$ cat config.mk
export PLATFORM = sky130hd
export DESIGN_NAME = battery_charge_discharge_controller_flat
export DESIGN_NICKNAME = d
export VERILOG_FILES = /design/src/rtl/core/bcdc_pkg.sv /design/src/rtl/core/bcdc_if.sv /design/src/rtl/core/battery_charge_discharge_controller.sv /design/src/rtl/core/bcdc_wait.sv /design/src/flat_wrapper.sv
export SDC_FILE = /design/constraint.sdc
export NUM_CORES = 1
export LEC_CHECK = 0
export BUFFER_PORTS_ARGS = -buffer_cell sky130_fd_sc_hd__buf_2
export CORE_ASPECT_RATIO = 0.5
export CORE_MARGIN = 1
export CORE_UTILIZATION = 30
export CTS_BUF_LIST = sky130_fd_sc_hd__clkbuf_16
export DETAILED_ROUTE_END_ITERATION = 8
export PLACE_DENSITY_LB_ADDON = 0.12
export SLEW_MARGIN = 10
export SYNTH_ARGS = -nofsm -noshare
export SYNTH_HDL_FRONTEND = slang
export SYNTH_HIERARCHICAL = 1
export SYNTH_SLANG_ARGS = --single-unit
$ cat constraint.sdc
create_clock -name i_clk -period 10.3 [get_ports i_clk]
set_clock_uncertainty 0.05 [all_clocks]
set_input_delay 0.515 -clock i_clk [delete_from_list [all_inputs] [get_ports i_clk]]
set_output_delay 0.515 -clock i_clk [all_outputs]
set_load 0.03 [all_outputs]
$ cat src/rtl/core/bcdc_pkg.sv
// ----------------------------------------------------------------------------
// Battery charge/discharge controller package
// Widths, register indexes, reset values, mode encodings and shared types.
// ----------------------------------------------------------------------------
package bcdc_pkg;

    localparam int TS_W              = 32;
    localparam int MV_W              = 16;
    localparam int MA_W              = 16;
    localparam int MODE_W            = 3;
    localparam int CFG_IDX_W         = 3;
    localparam int CFG_DATA_W        = 32;
    localparam int DEFAULT_TICK_BITS = 32;

    localparam logic [MV_W-1:0] RST_OVER_VOLTAGE_MV  = 16'd21000;
    localparam logic [MV_W-1:0] RST_UNDER_VOLTAGE_MV = 16'd16000;
    localparam logic [MA_W-1:0] RST_CURRENT_FLOOR_MA = 16'd300;
    localparam logic [TS_W-1:0] RST_SETTLE_MS        = 32'd50000;
    localparam logic [TS_W-1:0] RST_VOLT_CONFIRM_MS  = 32'd50000;
    localparam logic [TS_W-1:0] RST_DONE_CONFIRM_MS  = 32'd30000;

    typedef enum logic [CFG_IDX_W-1:0] {
        CFG_OVER_VOLTAGE  = 3'd0,
        CFG_UNDER_VOLTAGE = 3'd1,
        CFG_CURRENT_FLOOR = 3'd2,
        CFG_SETTLE        = 3'd3,
        CFG_VOLT_CONFIRM  = 3'd4,
        CFG_DONE_CONFIRM  = 3'd5
    } t_cfg_idx;

    typedef enum logic [4:0] {
        MODE_IDLE     = 5'b00001,
        MODE_CHG      = 5'b00010,
        MODE_DIS      = 5'b00100,
        MODE_CHG_DONE = 5'b01000,
        MODE_DIS_DONE = 5'b10000
    } t_mode;

    localparam logic [MODE_W-1:0] CODE_IDLE     = 3'd0;
    localparam logic [MODE_W-1:0] CODE_CHG      = 3'd1;
    localparam logic [MODE_W-1:0] CODE_DIS      = 3'd2;
    localparam logic [MODE_W-1:0] CODE_CHG_DONE = 3'd3;
    localparam logic [MODE_W-1:0] CODE_DIS_DONE = 3'd4;

    // Control of one confirmation wait for one step.
    typedef struct packed {
        logic eval;
        logic clear;
        logic cond;
    } t_wait_ctl;

    function automatic logic [MODE_W-1:0] mode_code(t_mode m);
        logic [MODE_W-1:0] c;
        unique case (m)
            MODE_IDLE:     c = CODE_IDLE;
            MODE_CHG:      c = CODE_CHG;
            MODE_DIS:      c = CODE_DIS;
            MODE_CHG_DONE: c = CODE_CHG_DONE;
            MODE_DIS_DONE: c = CODE_DIS_DONE;
            default:       c = CODE_IDLE;
        endcase
        return c;
    endfunction

endpackage

$ cat src/rtl/core/bcdc_if.sv
// ----------------------------------------------------------------------------
// Battery charge/discharge controller channels
// Evaluation input, result output and register write channels.
// ----------------------------------------------------------------------------
interface bcdc_in_if;
    logic                       valid;
    logic                       ready;
    logic [bcdc_pkg::TS_W-1:0]  now_ms;
    logic [bcdc_pkg::MV_W-1:0]  battery_mv;
    logic [bcdc_pkg::MA_W-1:0]  charge_ma;
    logic [bcdc_pkg::MA_W-1:0]  discharge_ma;
    logic                       start_charge;
    logic                       stop_charge;
    logic                       start_discharge;
    logic                       stop_discharge;

    modport source (
        output valid, now_ms, battery_mv, charge_ma, discharge_ma,
               start_charge, stop_charge, start_discharge, stop_discharge,
        input  ready
    );
    modport sink (
        input  valid, now_ms, battery_mv, charge_ma, discharge_ma,
               start_charge, stop_charge, start_discharge, stop_discharge,
        output ready
    );
endinterface

interface bcdc_out_if;
    logic                         valid;
    logic                         ready;
    logic [bcdc_pkg::MODE_W-1:0]  mode_state;
    logic                         charge_enable;
    logic                         discharge_enable;
    logic                         fan_enable;
    logic                         charge_led;
    logic                         discharge_led;

    modport source (
        output valid, mode_state, charge_enable, discharge_enable, fan_enable,
               charge_led, discharge_led,
        input  ready
    );
    modport sink (
        input  valid, mode_state, charge_enable, discharge_enable, fan_enable,
               charge_led, discharge_led,
        output ready
    );
endinterface

interface bcdc_cfg_if;
    logic                             valid;
    logic                             ready;
    logic [bcdc_pkg::CFG_IDX_W-1:0]   index;
    logic [bcdc_pkg::CFG_DATA_W-1:0]  data;

    modport source (output valid, index, data, input ready);
    modport sink (input valid, index, data, output ready);
endinterface

$ cat src/rtl/core/battery_charge_discharge_controller.sv
// ----------------------------------------------------------------------------
// Battery charge/discharge controller
// Session state machine with settle blanking, voltage fault and completion
// confirmation, driving charger, load, fan and LEDs.
// ----------------------------------------------------------------------------
// The block takes one evaluation beat per clock while results are taken, and
// returns one result beat for each: the beat lands in an input register,
// and one pass of compares and wrapping subtractions updates the session
// state and loads the result register once it is free or being taken. A waiting result
// does not stop the next beat from entering the input register; a beat after
// that waits until the result is taken. Timestamps are kept TICK_BITS wide
// and all elapsed times wrap at that width.
// Registers are written through the configuration channel, which is always
// ready; write them only while no evaluation is in flight.
// ----------------------------------------------------------------------------
module battery_charge_discharge_controller #(
    parameter int TICK_BITS = bcdc_pkg::DEFAULT_TICK_BITS
) (
    input  logic       i_clk,
    input  logic       i_rst_n,
    bcdc_in_if.sink    i_in,
    bcdc_out_if.source o_out,
    bcdc_cfg_if.sink   i_cfg
);

    localparam int CMP_W = (TICK_BITS > bcdc_pkg::TS_W) ? TICK_BITS : bcdc_pkg::TS_W;

    // Configuration registers.
    logic [bcdc_pkg::MV_W-1:0] r_over_mv;
    logic [bcdc_pkg::MV_W-1:0] r_under_mv;
    logic [bcdc_pkg::MA_W-1:0] r_floor_ma;
    logic [bcdc_pkg::TS_W-1:0] r_settle_ms;
    logic [bcdc_pkg::TS_W-1:0] r_volt_ms;
    logic [bcdc_pkg::TS_W-1:0] r_done_ms;

    // Input register.
    logic                      r_in_valid;
    logic [bcdc_pkg::TS_W-1:0] r_now;
    logic [bcdc_pkg::MV_W-1:0] r_mv;
    logic [bcdc_pkg::MA_W-1:0] r_chg_ma;
    logic [bcdc_pkg::MA_W-1:0] r_dis_ma;
    logic                      r_start_c;
    logic                      r_stop_c;
    logic                      r_start_d;
    logic                      r_stop_d;

    // Session state.
    bcdc_pkg::t_mode           r_mode;
    logic                      r_chg_en;
    logic                      r_dis_en;
    logic [TICK_BITS-1:0]      r_cbegin;
    logic [TICK_BITS-1:0]      r_dbegin;

    // Result register.
    logic                        r_out_valid;
    logic [bcdc_pkg::MODE_W-1:0] r_out_mode;
    logic                        r_out_chg;
    logic                        r_out_dis;
    logic                        r_out_cled;
    logic                        r_out_dled;

    logic                 w_advance;
    logic [TICK_BITS-1:0] w_now;
    bcdc_pkg::t_mode      w_mid_mode;
    logic                 w_mid_chg;
    logic                 w_mid_dis;
    logic [TICK_BITS-1:0] n_cbegin;
    logic [TICK_BITS-1:0] n_dbegin;
    logic                 w_c_settled;
    logic                 w_d_settled;
    logic                 w_cled;
    logic                 w_dled;
    bcdc_pkg::t_wait_ctl  w_ctl_over;
    bcdc_pkg::t_wait_ctl  w_ctl_under;
    bcdc_pkg::t_wait_ctl  w_ctl_cdone;
    bcdc_pkg::t_wait_ctl  w_ctl_ddone;
    logic                 w_fire_over;
    logic                 w_fire_under;
    logic                 w_fire_cdone;
    logic                 w_fire_ddone;
    bcdc_pkg::t_mode      n_mode;
    logic                 n_chg_en;
    logic                 n_dis_en;

    assign w_advance   = r_in_valid && (!r_out_valid || o_out.ready);
    assign i_in.ready  = !r_in_valid || w_advance;
    assign i_cfg.ready = 1'b1;

    // ------------------------------------------------------------------------
    // Configuration
    // ------------------------------------------------------------------------
    always_ff @(posedge i_clk) begin
        if (!i_rst_n) begin
            r_over_mv   <= bcdc_pkg::RST_OVER_VOLTAGE_MV;
            r_under_mv  <= bcdc_pkg::RST_UNDER_VOLTAGE_MV;
            r_floor_ma  <= bcdc_pkg::RST_CURRENT_FLOOR_MA;
            r_settle_ms <= bcdc_pkg::RST_SETTLE_MS;
            r_volt_ms   <= bcdc_pkg::RST_VOLT_CONFIRM_MS;
            r_done_ms   <= bcdc_pkg::RST_DONE_CONFIRM_MS;
        end else if (i_cfg.valid) begin
            unique case (bcdc_pkg::t_cfg_idx'(i_cfg.index))
                bcdc_pkg::CFG_OVER_VOLTAGE:  r_over_mv   <= bcdc_pkg::MV_W'(i_cfg.data);
                bcdc_pkg::CFG_UNDER_VOLTAGE: r_under_mv  <= bcdc_pkg::MV_W'(i_cfg.data);
                bcdc_pkg::CFG_CURRENT_FLOOR: r_floor_ma  <= bcdc_pkg::MA_W'(i_cfg.data);
                bcdc_pkg::CFG_SETTLE:        r_settle_ms <= bcdc_pkg::TS_W'(i_cfg.data);
                bcdc_pkg::CFG_VOLT_CONFIRM:  r_volt_ms   <= bcdc_pkg::TS_W'(i_cfg.data);
                bcdc_pkg::CFG_DONE_CONFIRM:  r_done_ms   <= bcdc_pkg::TS_W'(i_cfg.data);
                default: ;
            endcase
        end
    end

    // ------------------------------------------------------------------------
    // Input register
    // ------------------------------------------------------------------------
    always_ff @(posedge i_clk) begin
        if (!i_rst_n) begin
            r_in_valid <= 1'b0;
        end else if (i_in.valid && i_in.ready) begin
            r_in_valid <= 1'b1;
        end else if (w_advance) begin
            r_in_valid <= 1'b0;
        end
    end

    always_ff @(posedge i_clk) begin
        if (i_in.valid && i_in.ready) begin
            r_now     <= i_in.now_ms;
            r_mv      <= i_in.battery_mv;
            r_chg_ma  <= i_in.charge_ma;
            r_dis_ma  <= i_in.discharge_ma;
            r_start_c <= i_in.start_charge;
            r_stop_c  <= i_in.stop_charge;
            r_start_d <= i_in.start_discharge;
            r_stop_d  <= i_in.stop_discharge;
        end
    end

    // ------------------------------------------------------------------------
    // Requests: stop discharge, stop charge, start charge, start discharge.
    // ------------------------------------------------------------------------
    assign w_now = TICK_BITS'(r_now);

    always_comb begin
        w_mid_mode = r_mode;
        w_mid_chg  = r_chg_en;
        w_mid_dis  = r_dis_en;
        n_cbegin   = r_cbegin;
        n_dbegin   = r_dbegin;
        if (r_stop_d && (w_mid_mode == bcdc_pkg::MODE_DIS ||
                         w_mid_mode == bcdc_pkg::MODE_DIS_DONE)) begin
            w_mid_dis  = 1'b0;
            w_mid_mode = bcdc_pkg::MODE_IDLE;
        end
        if (r_stop_c && (w_mid_mode == bcdc_pkg::MODE_CHG ||
                         w_mid_mode == bcdc_pkg::MODE_CHG_DONE)) begin
            w_mid_chg  = 1'b0;
            w_mid_mode = bcdc_pkg::MODE_IDLE;
        end
        if (r_start_c && w_mid_mode == bcdc_pkg::MODE_IDLE) begin
            w_mid_chg  = 1'b1;
            w_mid_mode = bcdc_pkg::MODE_CHG;
            n_cbegin   = w_now;
        end
        if (r_start_d && w_mid_mode == bcdc_pkg::MODE_IDLE) begin
            w_mid_dis  = 1'b1;
            w_mid_mode = bcdc_pkg::MODE_DIS;
            n_dbegin   = w_now;
        end
    end

    assign w_cled      = (w_mid_mode == bcdc_pkg::MODE_CHG);
    assign w_dled      = (w_mid_mode == bcdc_pkg::MODE_DIS);
    assign w_c_settled = CMP_W'(TICK_BITS'(w_now - n_cbegin)) >= CMP_W'(r_settle_ms);
    assign w_d_settled = CMP_W'(TICK_BITS'(w_now - n_dbegin)) >= CMP_W'(r_settle_ms);

    // ------------------------------------------------------------------------
    // Confirmation waits. Idle disarms only the two voltage-fault waits.
    // ------------------------------------------------------------------------
    always_comb begin
        w_ctl_over.clear  = (w_mid_mode == bcdc_pkg::MODE_IDLE);
        w_ctl_over.eval   = w_cled && w_c_settled;
        w_ctl_over.cond   = (r_mv >= r_over_mv) && (r_chg_ma > r_floor_ma);
        w_ctl_under.clear = (w_mid_mode == bcdc_pkg::MODE_IDLE);
        w_ctl_under.eval  = w_dled && w_d_settled;
        w_ctl_under.cond  = (r_mv <= r_under_mv) && (r_dis_ma > r_floor_ma);
        w_ctl_cdone.clear = 1'b0;
        w_ctl_cdone.eval  = w_cled && w_c_settled;
        w_ctl_cdone.cond  = (r_chg_ma <= r_floor_ma);
        w_ctl_ddone.clear = 1'b0;
        w_ctl_ddone.eval  = w_dled && w_d_settled;
        w_ctl_ddone.cond  = (r_dis_ma <= r_floor_ma);
    end

    bcdc_wait #(.TICK_BITS(TICK_BITS)) u_wait_over (
        .i_clk   (i_clk),
        .i_rst_n (i_rst_n),
        .i_step  (w_advance),
        .i_ctl   (w_ctl_over),
        .i_now   (w_now),
        .i_need  (r_volt_ms),
        .o_fire  (w_fire_over)
    );

    bcdc_wait #(.TICK_BITS(TICK_BITS)) u_wait_under (
        .i_clk   (i_clk),
        .i_rst_n (i_rst_n),
        .i_step  (w_advance),
        .i_ctl   (w_ctl_under),
        .i_now   (w_now),
        .i_need  (r_volt_ms),
        .o_fire  (w_fire_under)
    );

    bcdc_wait #(.TICK_BITS(TICK_BITS)) u_wait_cdone (
        .i_clk   (i_clk),
        .i_rst_n (i_rst_n),
        .i_step  (w_advance),
        .i_ctl   (w_ctl_cdone),
        .i_now   (w_now),
        .i_need  (r_done_ms),
        .o_fire  (w_fire_cdone)
    );

    bcdc_wait #(.TICK_BITS(TICK_BITS)) u_wait_ddone (
        .i_clk   (i_clk),
        .i_rst_n (i_rst_n),
        .i_step  (w_advance),
        .i_ctl   (w_ctl_ddone),
        .i_now   (w_now),
        .i_need  (r_done_ms),
        .o_fire  (w_fire_ddone)
    );

    // Completion is applied after the fault, so it wins when both fire.
    always_comb begin
        n_mode   = w_mid_mode;
        n_chg_en = w_mid_chg;
        n_dis_en = w_mid_dis;
        if (w_fire_over) begin
            n_chg_en = 1'b0;
            n_mode   = bcdc_pkg::MODE_IDLE;
        end
        if (w_fire_cdone) begin
            n_chg_en = 1'b0;
            n_mode   = bcdc_pkg::MODE_CHG_DONE;
        end
        if (w_fire_under) begin
            n_dis_en = 1'b0;
            n_mode   = bcdc_pkg::MODE_IDLE;
        end
        if (w_fire_ddone) begin
            n_dis_en = 1'b0;
            n_mode   = bcdc_pkg::MODE_DIS_DONE;
        end
    end

    // ------------------------------------------------------------------------
    // State and result registers
    // ------------------------------------------------------------------------
    always_ff @(posedge i_clk) begin
        if (!i_rst_n) begin
            r_mode   <= bcdc_pkg::MODE_IDLE;
            r_chg_en <= 1'b0;
            r_dis_en <= 1'b0;
        end else if (w_advance) begin
            r_mode   <= n_mode;
            r_chg_en <= n_chg_en;
            r_dis_en <= n_dis_en;
        end
    end

    always_ff @(posedge i_clk) begin
        if (w_advance) begin
            r_cbegin <= n_cbegin;
            r_dbegin <= n_dbegin;
        end
    end

    always_ff @(posedge i_clk) begin
        if (!i_rst_n) begin
            r_out_valid <= 1'b0;
        end else if (w_advance) begin
            r_out_valid <= 1'b1;
        end else if (o_out.ready) begin
            r_out_valid <= 1'b0;
        end
    end

    always_ff @(posedge i_clk) begin
        if (w_advance) begin
            r_out_mode <= bcdc_pkg::mode_code(n_mode);
            r_out_chg  <= n_chg_en;
            r_out_dis  <= n_dis_en;
            r_out_cled <= w_cled;
            r_out_dled <= w_dled;
        end
    end

    assign o_out.valid            = r_out_valid;
    assign o_out.mode_state       = r_out_mode;
    assign o_out.charge_enable    = r_out_chg;
    assign o_out.discharge_enable = r_out_dis;
    // The fan is switched together with the discharge load.
    assign o_out.fan_enable       = r_out_dis;
    assign o_out.charge_led       = r_out_cled;
    assign o_out.discharge_led    = r_out_dled;

    // ------------------------------------------------------------------------
    // Assertions
    // ------------------------------------------------------------------------
    a_no_dual_drive: assert property (@(posedge i_clk) disable iff (!i_rst_n)
        !(r_chg_en && r_dis_en))
        else $error("charger and discharge load enabled together");

    a_charging_drives: assert property (@(posedge i_clk) disable iff (!i_rst_n)
        r_out_valid && r_out_mode == bcdc_pkg::CODE_CHG |-> r_out_chg && r_out_cled)
        else $error("charging result without charger drive or LED");

    a_input_held: assert property (@(posedge i_clk) disable iff (!i_rst_n)
        r_in_valid && !w_advance |=> r_in_valid && $stable(r_now) && $stable(r_mv))
        else $error("input register overwritten while held");

endmodule

$ cat src/rtl/core/bcdc_wait.sv
// ----------------------------------------------------------------------------
// Confirmation wait
// Arms on the first step its condition holds and fires once the condition
// has persisted for the required time, measured as wrapping elapsed time.
// ----------------------------------------------------------------------------
module bcdc_wait #(
    parameter int TICK_BITS = bcdc_pkg::DEFAULT_TICK_BITS
) (
    input  logic                       i_clk,
    input  logic                       i_rst_n,
    input  logic                       i_step,
    input  bcdc_pkg::t_wait_ctl        i_ctl,
    input  logic [TICK_BITS-1:0]       i_now,
    input  logic [bcdc_pkg::TS_W-1:0]  i_need,
    output logic                       o_fire
);

    localparam int CMP_W = (TICK_BITS > bcdc_pkg::TS_W) ? TICK_BITS : bcdc_pkg::TS_W;

    logic                 r_flag;
    logic                 n_flag;
    logic [TICK_BITS-1:0] r_begin;
    logic [TICK_BITS-1:0] w_elapsed;
    logic                 w_due;
    logic                 w_load;

    assign w_elapsed = i_now - r_begin;
    assign w_due     = CMP_W'(w_elapsed) >= CMP_W'(i_need);

    always_comb begin
        n_flag = r_flag;
        w_load = 1'b0;
        o_fire = 1'b0;
        if (i_ctl.clear) begin
            n_flag = 1'b0;
        end else if (i_ctl.eval) begin
            if (!i_ctl.cond) begin
                n_flag = 1'b0;
            end else if (!r_flag) begin
                n_flag = 1'b1;
                w_load = 1'b1;
            end else if (w_due) begin
                n_flag = 1'b0;
                o_fire = 1'b1;
            end
        end
    end

    always_ff @(posedge i_clk) begin
        if (!i_rst_n) begin
            r_flag <= 1'b0;
        end else if (i_step) begin
            r_flag <= n_flag;
        end
    end

    // The begin time is only read while the wait is armed.
    always_ff @(posedge i_clk) begin
        if (i_step && w_load) begin
            r_begin <= i_now;
        end
    end

endmodule
$ cat src/flat_wrapper.sv
// flat-port wrapper written by rule: the top's interface ports become plain ports
module battery_charge_discharge_controller_flat 
#(
    parameter int TICK_BITS = bcdc_pkg::DEFAULT_TICK_BITS
)
  (i_clk, i_rst_n, i_in_valid, i_in_now_ms, i_in_battery_mv, i_in_charge_ma, i_in_discharge_ma, i_in_start_charge, i_in_stop_charge, i_in_start_discharge, i_in_stop_discharge, i_in_ready, o_out_valid, o_out_mode_state, o_out_charge_enable, o_out_discharge_enable, o_out_fan_enable, o_out_charge_led, o_out_discharge_led, o_out_ready, i_cfg_valid, i_cfg_index, i_cfg_data, i_cfg_ready);
  bcdc_in_if i_in_i ();
  bcdc_out_if o_out_i ();
  bcdc_cfg_if i_cfg_i ();
  input  logic i_clk;
  input  logic i_rst_n;
  input wire logic [$bits(i_in_i.valid)-1:0] i_in_valid;
  input wire logic [$bits(i_in_i.now_ms)-1:0] i_in_now_ms;
  input wire logic [$bits(i_in_i.battery_mv)-1:0] i_in_battery_mv;
  input wire logic [$bits(i_in_i.charge_ma)-1:0] i_in_charge_ma;
  input wire logic [$bits(i_in_i.discharge_ma)-1:0] i_in_discharge_ma;
  input wire logic [$bits(i_in_i.start_charge)-1:0] i_in_start_charge;
  input wire logic [$bits(i_in_i.stop_charge)-1:0] i_in_stop_charge;
  input wire logic [$bits(i_in_i.start_discharge)-1:0] i_in_start_discharge;
  input wire logic [$bits(i_in_i.stop_discharge)-1:0] i_in_stop_discharge;
  output wire logic [$bits(i_in_i.ready)-1:0] i_in_ready;
  output wire logic [$bits(o_out_i.valid)-1:0] o_out_valid;
  output wire logic [$bits(o_out_i.mode_state)-1:0] o_out_mode_state;
  output wire logic [$bits(o_out_i.charge_enable)-1:0] o_out_charge_enable;
  output wire logic [$bits(o_out_i.discharge_enable)-1:0] o_out_discharge_enable;
  output wire logic [$bits(o_out_i.fan_enable)-1:0] o_out_fan_enable;
  output wire logic [$bits(o_out_i.charge_led)-1:0] o_out_charge_led;
  output wire logic [$bits(o_out_i.discharge_led)-1:0] o_out_discharge_led;
  input wire logic [$bits(o_out_i.ready)-1:0] o_out_ready;
  input wire logic [$bits(i_cfg_i.valid)-1:0] i_cfg_valid;
  input wire logic [$bits(i_cfg_i.index)-1:0] i_cfg_index;
  input wire logic [$bits(i_cfg_i.data)-1:0] i_cfg_data;
  output wire logic [$bits(i_cfg_i.ready)-1:0] i_cfg_ready;
  assign i_in_i.valid = i_in_valid;
  assign i_in_i.now_ms = i_in_now_ms;
  assign i_in_i.battery_mv = i_in_battery_mv;
  assign i_in_i.charge_ma = i_in_charge_ma;
  assign i_in_i.discharge_ma = i_in_discharge_ma;
  assign i_in_i.start_charge = i_in_start_charge;
  assign i_in_i.stop_charge = i_in_stop_charge;
  assign i_in_i.start_discharge = i_in_start_discharge;
  assign i_in_i.stop_discharge = i_in_stop_discharge;
  assign i_in_ready = i_in_i.ready;
  assign o_out_valid = o_out_i.valid;
  assign o_out_mode_state = o_out_i.mode_state;
  assign o_out_charge_enable = o_out_i.charge_enable;
  assign o_out_discharge_enable = o_out_i.discharge_enable;
  assign o_out_fan_enable = o_out_i.fan_enable;
  assign o_out_charge_led = o_out_i.charge_led;
  assign o_out_discharge_led = o_out_i.discharge_led;
  assign o_out_i.ready = o_out_ready;
  assign i_cfg_i.valid = i_cfg_valid;
  assign i_cfg_i.index = i_cfg_index;
  assign i_cfg_i.data = i_cfg_data;
  assign i_cfg_ready = i_cfg_i.ready;
  battery_charge_discharge_controller #(.TICK_BITS(TICK_BITS)) u_core (.i_clk(i_clk), .i_rst_n(i_rst_n), .i_in(i_in_i), .o_out(o_out_i), .i_cfg(i_cfg_i));
endmodule
==> results.toml, run 1 <==
[status]
status = "completed"

[worst_setup_path]
critPathTopFamily = "compound AO/OA/AOI/OAI gates"
end_kind = "register"
rr_worst_depth = 33
required_ns = 10.63
crit-reg2reg-launch = "u_core/r_mode[0]"
slowest_delay_ns = 0.60
worst_ep_arrival_time_ns = 8.45
reg2reg_setup_slack_ns = 2.18
cp_num_cells = 33
path_buf_inv = 1
critPathSlowestCell = "a2111oi_0"
criticalPathCategory = "reg2reg"
rr_endpoint = "u_core/o_out.mode_state[1]"
start_kind = "register"
endpoint = "u_core/o_out.mode_state[1]"
crit_fanout = 13
cp-startpoint = "u_core/r_mode[0]"

[grt]
antenna_found_initial = 10
first_global_vias = 26079
grt_remaining_overflow = 0
grt_pass1_wl_um = 167000
grt.total_usage = 0.200
grt_max_degree = 102

[floorplanning]
die_height_um = 236
dieWidth_um = 469
ioPinCount = 135
start_util = 0.304
rows = 85
die-area_sq_um = 111000
core-area_sq_um = 108000

[synthesis]
synth_seq_area_share = 0.355
synth-main-ff-cell = "edfxtp_1"
async_flop_share = 0
synth.distinct_cells = 96
syn-instance-count = 3588
synth_area_sq_um = 32800
synth_edf_count = 283
ys_ff_latch = 440
syn_area_per_cell_sq_um = 9.13
ys_warn_count = 6

[sta]
max_slew_margin = 0.234
fin_hold_ws_ns = 0.0479
rsz0062_at_grt = "false"
worst_pin_slew_ns = 1.14
hold_viol = 0
min_period_over_period = 0.788
min_period_ns = 8.12
finalWorstSetupSlack_ns = 2.18
slew_violations = 0
timing.setup.tns_ns = 0
setup_viol = 0
fmax_mhz = 123

[route]
firstDrtPassIters = 6
drc = 0
drt-vias-per-instance = 5.07
wl_per_cell_um = 21.2
drt_iter0_drc = 1618
vias = 26886
antenna_left = 0
drt_wl_total_um = 112000

[cells_and_area]
area_growth_pct = 15.3
stdcell_count = 5300
final_core_util = 0.350
drive_gt1_frac = 0.0932
nNetsFinal = 4390

[pwr]
irDropWorstVdd_mv = 0.113
p_leak_nw = 16.0
power_density_nw_per_um2 = 139

[hold_path]
worstHoldPathType = "in2reg"
min_delay_path_depth = 1

[run]
maxCapViolCount = 0

[clock_network]
numCtsBuffers = 52
cts-root-buf = "clkbuf_16"
cts_setup_buffers = 0
clockBufferDepth = 3
insertion_delay_ns = 0.64
cts.repair.resized = 0
cts_tree = "built"
htree_levels = 2
path_clk_slew_ns = 0.07
cts_sinks = 440

[placement]
portBuffers = 133
hpwl_um = 84300
gp_congestion = 0.857
post-place-cells = 5118
dp_worst_setup_slack_ns = 2.35
[placed cells by master, fill, tap and decap left out, types with 24 or more instances in the layout]
master | synthesis | layout
nand2_1 | 469 | 468
ha_1 | 442 | 442
inv_1 | 430 | 436
edfxtp_1 | 283 | 283
a21oi_1 | 237 | 237
dfxtp_1 | 157 | 157
nor2_1 | 150 | 148
buf_2 | 8 | 132
a21boi_0 | 124 | 124
o21ai_0 | 122 | 122
a21o_1 | 122 | 122
xnor2_1 | 105 | 105
dlygate4sd3_1 | 0 | 81
nand3_1 | 77 | 77
nand4_1 | 61 | 61
xor2_1 | 60 | 60
mux2i_1 | 60 | 60
clkbuf_16 | 0 | 55
buf_4 | 8 | 49
o211ai_1 | 48 | 48
nand2b_1 | 43 | 43
nor2b_1 | 40 | 40
nor3_1 | 39 | 37
o21a_1 | 36 | 36
a31oi_1 | 25 | 25
a211oi_1 | 24 | 24
[per-stage QoR]
stage / area [sq um] / power (mW)
final: 37800 / 5.24
after global routing: 37800 / 5.54
after CTS: 37800 / 5.32
after detailed placement: 35300 / 3.33
after global placement: 35300 / 3.32
after floorplan: 32800 / 2.93
[where the power goes]
group / switching (mW) / internal (mW)
combinational: 0.801 / 0.545
clock: 0.834 / 1.09
sequential: 0.0333 / 1.94
[synth_stat cells, types with 9 or more instances]
| cell type | count | area, sq um |
|---|---|---|
| ha_1 | 442 | 5530 |
| mux2i_1 | 60 | 601 |
| nand2_1 | 469 | 1760 |
| o21ai_1 | 20 | 100 |
| o21bai_1 | 14 | 105 |
| a221o_1 | 9 | 90.1 |
| o2111ai_1 | 11 | 96.3 |
| nand2b_1 | 43 | 269 |
| nor2b_1 | 40 | 250 |
| dfxtp_1 | 157 | 3140 |
| a21oi_1 | 237 | 1190 |
| clkbuf_1 | 63 | 236 |
| xor2_1 | 60 | 526 |
| nand3_1 | 77 | 385 |
| and3_1 | 19 | 119 |
| a21boi_0 | 124 | 931 |
| xnor2_1 | 105 | 920 |
| a211o_1 | 14 | 123 |
| nor3_1 | 39 | 195 |
| edfxtp_1 | 283 | 8500 |
| o21ai_2 | 9 | 78.8 |
| a211oi_1 | 24 | 180 |
| nand4_1 | 61 | 382 |
| o21ai_0 | 122 | 611 |
| o21a_1 | 36 | 270 |
| a21o_1 | 122 | 916 |
| and4_1 | 15 | 131 |
| nor4_1 | 9 | 56.3 |
| or3_1 | 17 | 106 |
| nor2_1 | 150 | 563 |
| o311a_1 | 9 | 90.1 |
| and2_1 | 19 | 119 |
| inv_1 | 430 | 1610 |
| a31oi_1 | 25 | 156 |
| o211ai_1 | 48 | 360 |
| o221ai_1 | 10 | 87.6 |
[per-layer routing]
| layer | GRT usage | up-vias | routed length [um] |
|---|---|---|---|
| met2 | 0.325 | 544 | 50200 |
| met1 | 0.275 | 12895 | 53900 |
| met3 | 0.0337 | 123 | 5500 |
| met4 | 0.0514 | 0 | 2740 |
| li1 | - | 13324 | - |
| met5 | 0 | - | 0 |
[flip-flops by register name, indices dropped and copies added, names as in the netlist, 5 cells and up]
| name | cells |
|---|---|
| u_core/r_under_mv | 16 |
| u_core/r_cbegin | 32 |
| u_core/r_floor_ma | 16 |
| u_core/r_settle_ms | 32 |
| u_core/u_wait_over/r_begin | 32 |
| u_core/r_mv | 16 |
| u_core/r_volt_ms | 32 |
| u_core/r_dis_ma | 16 |
| u_core/r_dbegin | 32 |
| u_core/u_wait_under/r_begin | 32 |
| u_core/r_mode | 5 |
| u_core/r_now | 32 |
| u_core/u_wait_ddone/r_begin | 32 |
| u_core/r_done_ms | 32 |
| u_core/u_wait_cdone/r_begin | 32 |
| u_core/r_chg_ma | 16 |
| u_core/r_over_mv | 16 |
[timing repair]
item,4_1_cts,5_1_grt
hold buffers,81,0
hold endpoints to repair,81,0
setup endpoints to repair,0,0
[worst min path at each step]
stage / end / from / slack [ns]
floorplan: u_core/r_dis_en / u_core/r_dis_en / 0.39
global placement: u_core/r_under_mv[6] / u_core/r_under_mv[6] / 0.40
global route: u_core/r_stop_c / i_in_stop_charge / 0.02
CTS: u_core/r_stop_d / i_in_stop_discharge / 0.002
finish: u_core/r_stop_d / i_in_stop_discharge / 0.05
detailed placement: u_core/r_under_mv[6] / u_core/r_under_mv[6] / 0.41
[cell families after synthesis]
| kind of cell | after synthesis | synth area share |
|---|---|---|
| XOR/XNOR | 165 | 0.0441 |
| adder cells (fa/ha/maj) | 449 | 0.173 |
| AO/OA/AOI/OAI | 938 | 0.200 |
| flip-flops | 440 | 0.355 |
| AND/OR/NAND/NOR | 1014 | 0.147 |
| other | 2 | 0.000229 |
| multiplexers | 61 | 0.0187 |
| buffers and inverters | 519 | 0.0614 |
[layout make-up]
cell class	count	area, sq um
inverter	430	1620
fill	11162	70200
sequential	440	11600
timing repair buffer	262	1840
multi-input combinational	2632	19200
tap	1435	1800
antenna	4	10.0
clock buffer	55	1380
clock inverter	42	345
No activity file was read; power rests on OpenSTA's default activity.
==> inputs of run 2 (changes only) <==
--- a/config.mk
+++ b/config.mk
@@ -5,6 +5,7 @@
 export SDC_FILE = /design/constraint.sdc
 export NUM_CORES = 1
 export LEC_CHECK = 0
+export ABC_AREA = 1
 export BUFFER_PORTS_ARGS = -buffer_cell sky130_fd_sc_hd__buf_2
 export CORE_ASPECT_RATIO = 0.5
 export CORE_MARGIN = 1
==> constraint.sdc (replaced) <==
create_clock -name i_clk -period 7.82 [get_ports i_clk]
set_clock_uncertainty 0.05 [all_clocks]
set_input_delay 0.391 -clock i_clk [delete_from_list [all_inputs] [get_ports i_clk]]
set_output_delay 0.391 -clock i_clk [all_outputs]
set_load 0.03 [all_outputs]
==> results.toml, run 2 <==
[status]
status = "completed"

[cells_and_area]
layout_common_cells = "inv_1, nand2_1, ha_1, a21oi_1, nor2_1"
nNetsFinal = 4975
area_growth_pct = 15.4
nFillCells = 11462
final_common_cell = "inv_1"
drive_gt1_frac = 0.103

[sta]
worst_pin_slew_ns = 1.10
rsz0062_at_grt = "false"
max_slew_margin = 0.266
min_period_ns = 6.94
hold_viol = 0
setup_viol = 0
timing.setup.tns_ns = 0
min_period_over_period = 0.888
fmax_mhz = 144
slew_violations = 0

[grt]
grt.total_usage = 0.210
first_global_vias = 27696
antenna_found_initial = 14
grt_remaining_overflow = 0
grt_pass1_wl_um = 175000
grt_max_degree = 97

[placement]
gp_congestion = 0.916
portBuffers = 133
hpwl_um = 91800

[worst_setup_path]
crit_fanout = 32
slowest_delay_ns = 0.49
cp_common_cell = "nand2_1"
path_buf_inv = 6
worst_ep_arrival_time_ns = 7.13
required_ns = 8.01
criticalPathCategory = "reg2reg"
critPathTopFamily = "simple AND/OR/NAND/NOR gates"
critPathSlowestCell = "fa_1"
start_kind = "register"
end_kind = "register"

[clock_network]
cts_sinks = 440
numCtsBuffers = 50
insertion_delay_ns = 0.63
htree_levels = 2
path_clk_slew_ns = 0.06
cts_tree = "built"
cts-root-buf = "clkbuf_16"
clockBufferDepth = 3
cts_setup_buffers = 0

[floorplanning]
die-area_sq_um = 111000
core-area_sq_um = 108000
dieWidth_um = 471
rows = 85
die_height_um = 237
start_util = 0.305
ioPinCount = 135

[synthesis]
yosysMostFrequentCell = "inv_1"
ys_ff_latch = 440
netlist_top_cells_area = "edfxtp_1, ha_1, dfxtp_1"
synth.distinct_cells = 69
ys_warn_count = 6
yosys-top-cells-count = "inv_1, nand2_1, ha_1"
synth_top_cell_by_area = "edfxtp_1"
synth-main-ff-cell = "edfxtp_1"
syn_area_per_cell_sq_um = 7.98
synth_seq_area_share = 0.353
async_flop_share = 0
netlist.area_leader.share = 0.258
synth_edf_count = 283
synth_area_sq_um = 33000
syn-instance-count = 4135

[route]
antenna_left = 0
drt_iter0_drc = 1955
wl_per_cell_um = 20.1
drc = 0
drt_wl_total_um = 118000
vias = 28574
firstDrtPassIters = 6
drt-vias-per-instance = 4.86

[pwr]
p_leak_nw = 17.2
power_density_nw_per_um2 = 183
fin_total_pwr_mw = 6.97
irDropWorstVdd_mv = 0.147

[run]
maxCapViolCount = 0

[hold_path]
worstHoldPathType = "in2reg"
-- run 2: cell types whose count changed in the layout (fill, tap and decap cells not counted), sizes merged, moves of 97 or more --
cell	change
inv	+286
a21oi	+172
nor2	+226
a21boi	-107
nand2	+233
o21ai	+177
a21o	-97
-- run 2: cell families after synthesis --
kind of cell | Yosys count | synth area share
compound gates | 910 | 0.159
flops | 440 | 0.353
simple gates | 1403 | 0.186
xor+xnor | 161 | 0.0427
other cells | 2 | 0.000228
buf+inv | 771 | 0.0886
fa+ha+maj | 448 | 0.171
-- run 2: where the power goes --
part	leakage (nW)	switching, mW	internal, mW	total [mW]
logic	12.5	1.28	0.714	2.00
clock network	0.788	1.07	1.27	2.34
registers	3.91	0.0585	2.57	2.63
total	17.2	2.41	4.56	6.97
-- run 2: worst paths after layout --
| path | start | endpoint | slack, ns | cells after the start |
|---|---|---|---|---|
| min reg2reg | u_core/r_over_mv[2] | u_core/r_over_mv[2] | 0.41 | 2 |
| max reg2reg | u_core/r_mode[1] | u_core/u_wait_over/r_begin[31] | 0.88 | 34 |
| max | u_core/r_mode[1] | u_core/u_wait_over/r_begin[31] | 0.88 | 34 |
| min | i_in_valid | u_core/r_in_valid | 0.06 | 3 |
-- run 2: metal layers --
layer  GRT usage  share of wire  vias to the layer above
met5           0              0                        -
met4      0.0459          0.022                        0
met3      0.0241          0.045                      103
met2       0.338           0.44                      562
met1       0.301           0.49                    13478
li1            -              -                    14431
-- run 2: worst register-to-register path: cells and delay by family, from the launching register on --
kind,cells,cell delay (ns)
flops,1,0.43
simple gates,18,2.11
fa+ha+maj,2,0.76
compound gates,8,1.81
buf+inv,6,1.29
-- run 2: area by class of cell --
cell class              count  area [sq um]  share of cell area
multi-input cells        2927         18500               0.485
flip-flops and latches    440         11600               0.306
inverters                 715          2690              0.0706
repair buffers            269          1900              0.0499
well taps                1435          1800              0.0472
clock buffers              52          1300              0.0342
clock inverters            40           268             0.00703
diodes                      5          12.5            0.000329
-- run 2: through the flow --
step           hold slack, ns  utilization  area (sq um)  cells  setup slack (ns)
6_report               0.0633        0.352         38100   5883             0.878
3_3_place_gp            0.398        0.329         35600   5701             0.841
2_1_floorplan           0.385            -         33000   4138             0.226
3_5_place_dp            0.404        0.329         35600   5701             0.792
4_1_cts                0.0178        0.352         38100   5878             0.788
5_1_grt                0.0562        0.352         38100   5879            0.0781
-- run 2: timing repair --
action,CTS,global route
resized for setup,0,0
hold buffers,85,0
endpoints found under the hold margin,85,0
